[src/mtfc_pkg.sv]
// Shared types and sizes for the move-to-front tag cache.
// Used by mtfc_cell and move_to_front_tag_cache_unit; no dependencies.
package mtfc_pkg;

  localparam int ENTRIES     = 8;
  localparam int KEY_BITS    = 32;
  localparam int HANDLE_BITS = 16;

  localparam logic REQ_LOOKUP = 1'b0;
  localparam logic REQ_ADD    = 1'b1;

  typedef struct packed {
    logic                   valid;
    logic [KEY_BITS-1:0]    key;
    logic                   key_present;
    logic [HANDLE_BITS-1:0] handle;
  } entry_t;

  // first-match chain running from slot 0 toward the last slot
  typedef struct packed {
    logic                   found;
    logic [HANDLE_BITS-1:0] handle;
  } link_t;

  typedef struct packed {
    logic fire;
    logic is_add;
    logic hit_any;
  } ctrl_t;

endpackage

[src/mtfc_cell.sv]
// One cache slot: holds an entry, compares it with the request key and
// shifts in its neighbor's entry. Depends on mtfc_pkg.
module mtfc_cell (
  input  logic                              clk,
  input  logic                              rst,
  input  mtfc_pkg::ctrl_t                   ctrl,
  input  logic [mtfc_pkg::KEY_BITS-1:0]     key,
  input  mtfc_pkg::entry_t                  prev,
  input  mtfc_pkg::link_t                   link_in,
  output mtfc_pkg::link_t                   link_out,
  output mtfc_pkg::entry_t                  ent
);

  logic match;
  logic shift;

  assign match = !ctrl.is_add && ent.valid && ent.key_present && (ent.key == key);

  always_comb begin
    if (link_in.found) begin
      link_out = link_in;
    end else begin
      link_out.found  = match;
      link_out.handle = match ? ent.handle : '0;
    end
  end

  // lookup hit at or past this slot, or any add
  assign shift = ctrl.fire && (ctrl.is_add || (ctrl.hit_any && !link_in.found));

  always_ff @(posedge clk) begin
    if (shift) begin
      ent.key         <= prev.key;
      ent.key_present <= prev.key_present;
      ent.handle      <= prev.handle;
    end
    if (rst) begin
      ent.valid <= 1'b0;
    end else if (shift) begin
      ent.valid <= prev.valid;
    end
  end

endmodule

[src/move_to_front_tag_cache_unit.sv]
// Top level of the move-to-front tag cache: request hold register, chain of
// slot cells and response register. Depends on mtfc_pkg and mtfc_cell.

// Recency-ordered cache of key-to-handle entries, slot 0 most recent. A lookup
// (req_type 0) returns the handle of the valid keyed entry nearest slot 0 whose
// key matches and moves it to the front; an add (req_type 1) pushes every entry
// back one slot, reports the handle that falls out of the last slot and places
// the new entry at the front. Each item gives exactly one response item. The
// block sustains one item per cycle while rsp_stall does not hold it back; an item's
// request is loaded into the hold register at acceptance and its response into the
// response register when it is processed, which a response stall can delay. The
// critical path is the compare and shift across the cell chain, whose first-match
// chain runs through all ENTRIES cells. After reset all slots are empty.
module move_to_front_tag_cache_unit (
  input  logic                               clk,
  input  logic                               rst,
  input  logic                               req_valid,
  output logic                               req_stall,
  input  logic                               req_type,
  input  logic [mtfc_pkg::KEY_BITS-1:0]      key,
  input  logic                               key_present,
  input  logic [mtfc_pkg::HANDLE_BITS-1:0]   handle,
  output logic                               rsp_valid,
  input  logic                               rsp_stall,
  output logic                               hit,
  output logic [mtfc_pkg::HANDLE_BITS-1:0]   hit_handle,
  output logic                               evicted_valid,
  output logic [mtfc_pkg::HANDLE_BITS-1:0]   evicted_handle
);

  logic                             q_valid;
  logic                             q_type;
  logic [mtfc_pkg::KEY_BITS-1:0]    q_key;
  logic                             q_kp;
  logic [mtfc_pkg::HANDLE_BITS-1:0] q_handle;

  logic             fire;
  logic             is_add;
  mtfc_pkg::ctrl_t  ctrl;
  mtfc_pkg::entry_t front;
  mtfc_pkg::entry_t ent [mtfc_pkg::ENTRIES];
  mtfc_pkg::link_t  lnk [mtfc_pkg::ENTRIES+1];

  assign fire      = q_valid && (!rsp_valid || !rsp_stall);
  assign req_stall = q_valid && !fire;
  assign is_add    = (q_type == mtfc_pkg::REQ_ADD);

  always_ff @(posedge clk) begin
    if (rst) begin
      q_valid <= 1'b0;
    end else if (req_valid && !req_stall) begin
      q_valid <= 1'b1;
    end else if (fire) begin
      q_valid <= 1'b0;
    end
  end

  always_ff @(posedge clk) begin
    if (req_valid && !req_stall) begin
      q_type   <= req_type;
      q_key    <= key;
      q_kp     <= key_present;
      q_handle <= handle;
    end
  end

  assign lnk[0] = '0;

  assign ctrl.fire    = fire;
  assign ctrl.is_add  = is_add;
  assign ctrl.hit_any = lnk[mtfc_pkg::ENTRIES].found;

  always_comb begin
    front.valid       = 1'b1;
    front.key         = q_key;
    front.key_present = is_add ? q_kp : 1'b1;
    front.handle      = is_add ? q_handle : lnk[mtfc_pkg::ENTRIES].handle;
  end

  for (genvar i = 0; i < mtfc_pkg::ENTRIES; i++) begin : g_cell
    mtfc_pkg::entry_t prev;
    if (i == 0) begin : g_head
      assign prev = front;
    end else begin : g_body
      assign prev = ent[i-1];
    end
    mtfc_cell u_cell (
      .clk      (clk),
      .rst      (rst),
      .ctrl     (ctrl),
      .key      (q_key),
      .prev     (prev),
      .link_in  (lnk[i]),
      .link_out (lnk[i+1]),
      .ent      (ent[i])
    );
  end

  always_ff @(posedge clk) begin
    if (rst) begin
      rsp_valid <= 1'b0;
    end else if (fire) begin
      rsp_valid <= 1'b1;
    end else if (!rsp_stall) begin
      rsp_valid <= 1'b0;
    end
  end

  always_ff @(posedge clk) begin
    if (fire) begin
      hit            <= !is_add && ctrl.hit_any;
      hit_handle     <= (!is_add && ctrl.hit_any) ? lnk[mtfc_pkg::ENTRIES].handle : '0;
      evicted_valid  <= is_add && ent[mtfc_pkg::ENTRIES-1].valid;
      evicted_handle <= (is_add && ent[mtfc_pkg::ENTRIES-1].valid) ?
                        ent[mtfc_pkg::ENTRIES-1].handle : '0;
    end
  end

  a_excl_result: assert property (@(posedge clk) disable iff (rst)
    rsp_valid |-> !(hit && evicted_valid))
    else $error("hit and eviction in one response");

  a_stall_full: assert property (@(posedge clk) disable iff (rst)
    req_stall |-> q_valid)
    else $error("request stalled with empty hold register");

  a_fire_rsp: assert property (@(posedge clk) disable iff (rst)
    fire |=> rsp_valid)
    else $error("processed item gave no response");

  a_hit_front: assert property (@(posedge clk) disable iff (rst)
    (fire && !is_add && ctrl.hit_any) |=>
      (ent[0].valid && ent[0].key_present && ent[0].key == $past(q_key)))
    else $error("hit entry not moved to front");

  a_add_front: assert property (@(posedge clk) disable iff (rst)
    (fire && is_add) |=> (ent[0].valid && ent[0].handle == $past(q_handle)))
    else $error("added entry not at front");

endmodule

[config.mk]
export PLATFORM = sky130hd
export DESIGN_NAME = move_to_front_tag_cache_unit
export DESIGN_NICKNAME = d
export VERILOG_FILES = /design/src/mtfc_pkg.sv /design/src/mtfc_cell.sv /design/src/move_to_front_tag_cache_unit.sv
export SDC_FILE = /design/constraint.sdc
export NUM_CORES = 1
export LEC_CHECK = 0
export BUFFER_PORTS_ARGS = -buffer_cell sky130_fd_sc_hd__buf_2
export CELL_PAD_IN_SITES_DETAIL_PLACEMENT = 0
export CELL_PAD_IN_SITES_GLOBAL_PLACEMENT = 1
export CORE_MARGIN = 4
export CORE_UTILIZATION = 52
export DETAILED_ROUTE_END_ITERATION = 10
export PLACE_DENSITY = 0.88
export REMOVE_ABC_BUFFERS = 1
export SYNTH_ARGS = -nofsm -noshare
export SYNTH_HDL_FRONTEND = slang
export SYNTH_SLANG_ARGS = --single-unit
[constraint.sdc]
create_clock -name clk -period 6.3 [get_ports clk]
set_clock_uncertainty 0.2 [all_clocks]
set_input_delay 0.945 -clock clk [delete_from_list [all_inputs] [get_ports clk]]
set_output_delay 0.945 -clock clk [all_outputs]
set_load 0.03 [all_outputs]
==> flow_summary.yaml <==
layout:
  diodes: 0
  layout_common_cells: "edfxtp_1, xnor2_1, buf_2, xor2_1, nand4_1"
  multi_input_area_sq_mm: 0.00511
  stdcell_count: 1884
  seqCellArea_sq_mm: 0.0145
  fillers: 2790
  drive_above_1_share: 0.136
  syn_to_final_growth_pct: 12.1
  final_common_cell: "edfxtp_1"
  fin_area_sq_mm: 0.0223
  layout.nets: 1388
floorplanning:
  initial_core_util: 0.528
  die_w_microns: 204
  die_h_microns: 204
  die_area_sq_mm: 0.0415
  coreArea_sq_mm: 0.0378
  std_cell_rows: 71
  pin_count: 90
setup_path:
  endpoint_kind: "flip-flop"
  start_kind: "flip-flop"
  crit_arrival_ns: 4.82
  cp.required_ns: 6.29
  cp_max_fo: 42
  reg2regPathDepth: 8
  worstSetupPathType: "reg2reg"
clock_network:
  clk_latency_ns: 0.57
  cts_buffer_depth: 3
  cts_buffers: 47
  ctsHoldBuffers: 0
  h-tree-depth: 2
  cts_setup_buffers: 0
  clk_pin_slew_worst_paths_ns: 0.06
  cts_tree: "yes"
  cts.sinks: 486
  cts_resized: 0
  clockRootBuffer: "clkbuf_16"
global_routing:
  grt_max_degree: 51
  overflow: 0
  first_global_vias: 11127
  grt_first_pass_wirelength_microns: 68600
  antenna_found_initial: 0
  grt_usage: 0.220
pwr:
  irDropWorstVdd_v: 0.000282
  power.density_mw_per_mm2: 305
  leakage_nw: 7.44
placed_design:
  numPlacedInstances: 1795
  post-dp-hpwl_microns: 33200
  gp_congestion: 0.944
  io_buffers: 89
  place_area_sq_mm: 0.0208
logic_synthesis:
  synth_cells: 1240
  synth_compound_area_frac: 0.0354
  ys_seq_elements: 486
  yosysWarnings: 0
  synth.mux.area_fraction: 0.00861
  synth_area_sq_mm: 0.0199
  synth-xor-area-share: 0.113
  async_reset_ff_frac: 0
  synth_top_family_by_area: "XOR/XNOR gates"
  seq_area_frac_synth: 0.728
  synth-simple-area-share: 0.0977
  synth_fa_ha_area_frac: 0
  syn_avg_cell_area_sq_um: 16.1
  synth_edf_count: 476
  synth_flop_cell: "edfxtp_1"
  ys_types: 64
status:
  outcome: "finished clean"
drt:
  firstDrtPassIters: 6
  route.met3.wl_microns: 3930
  route.detailed.wl_per_inst_microns: 24.4
  dr_wl_met2_microns: 21300
  drt_first_iter_violations: 1282
  top_layer: "met4"
  ant_nets: 0
  wl_met1_microns: 19000
  wl_microns: 45900
  drc: 0
  vias_per_cell: 5.95
  vias: 11203
sta:
  report.final.hold_viol_count: 0
  rsz0062_at_grt: "false"
  final.period_utilization: 0.766
  max_clock_freq_mhz: 207
  final_max_slew_viol_count: 0
  min_period_ns: 4.83
  setup_viol: 0
  tns_ns: 0
  slew_headroom: 0.160
  tightest_slew_ns: 1.26
worst_hold_path:
  hold_depth: 0
  hold_path.class: "reg2reg"
run:
  maxCapViolations: 0
==> area by class of cell <==
type / instances / area share
timing repair buffer: 103 / 0.0252
sequential: 486 / 0.649
tap: 511 / 0.0286
multi-input combinational: 686 / 0.229
clock buffer: 68 / 0.0575
clock inverter: 20 / 0.00919
inverter: 10 / 0.00168
==> per-layer routing <==
metal / vias up / global-route usage
met2: 602 / 0.345
met1: 5576 / 0.314
met3: 98 / 0.0390
met4: 0 / 0.0797
li1: 4927 / -
met5: - / 0
==> critical path, cell delays in order (launching register included) <==
cell	delay [ns]
edfxtp_1	0.68
xor2_1	0.26
or4b_1	0.56
nor4_1	0.28
and4_1	0.73
nor3_1	0.33
nand3_1	0.26
nor3b_4	0.50
buf_4	0.60
==> path summary, 6_finish.rpt <==
path | startpoint | to | slack, ns
setup reg to reg | q_key[29] | g_cell[6].u_cell.ent[19] | 1.47
hold reg to reg | g_cell[1].u_cell.ent[8] | g_cell[2].u_cell.ent[8] | 0.24
setup / recovery | q_key[29] | g_cell[6].u_cell.ent[19] | 1.47
hold / removal | g_cell[1].u_cell.ent[8] | g_cell[2].u_cell.ent[8] | 0.24
==> stage by stage <==
step / power [mW] / setup slack, ns / hold slack, ns / util
final: 6.82 / 1.47 / 0.237 / 0.591
after global routing: 7.02 / 1.28 / 0.251 / 0.591
after CTS: 6.84 / 1.49 / 0.239 / 0.591
after detailed placement: 4.14 / 1.51 / 0.225 / 0.551
after global placement: 4.13 / 1.67 / 0.222 / 0.551
after floorplan: 3.99 / 0.891 / 0.217 / -
==> logic make-up after synthesis <==
family                 Yosys count
AO/OA/AOI/OAI                   92
XOR/XNOR                       257
buffers and inverters           68
flip-flops                     486
multiplexers                    17
AND/OR/NAND/NOR                320
==> cell usage after synthesis, types with 9 or more instances <==
| cell type | count | area, sq um |
|---|---|---|
| nor3_1 | 16 | 80.1 |
| a21o_1 | 11 | 82.6 |
| edfxtp_1 | 476 | 14300 |
| a21oi_1 | 17 | 85.1 |
| and2_1 | 10 | 62.6 |
| nand2b_1 | 17 | 106 |
| xnor2_1 | 177 | 1550 |
| inv_1 | 10 | 37.5 |
| clkbuf_1 | 14 | 52.6 |
| buf_2 | 35 | 175 |
| mux2i_1 | 16 | 160 |
| o21ai_0 | 9 | 45.0 |
| nor4_1 | 39 | 244 |
| nand2_1 | 46 | 173 |
| a211o_1 | 9 | 78.8 |
| nand3_1 | 15 | 75.1 |
| and3_1 | 26 | 163 |
| xor2_1 | 80 | 701 |
| nand4_1 | 70 | 438 |
| dfxtp_1 | 10 | 200 |
| nor2_1 | 20 | 75.1 |
==> flip-flops by register name, indices dropped and copies added (netlist names) <==
name / count
rsp_valid: 1
g_cell.u_cell.ent: 400
evicted_handle: 16
q_valid: 1
q_handle: 16
hit_handle: 16
q_kp: 1
q_key: 32
is_add: 1
evicted_valid: 1
hit: 1
==> power breakdown <==
part,total [mW],internal [mW],switching [mW]
Clock,2.74,1.58,1.16
Combinational,0.310,0.115,0.194
Sequential,3.76,3.65,0.108
Total,6.82,5.35,1.46
(Power assumes the default switching activity.)
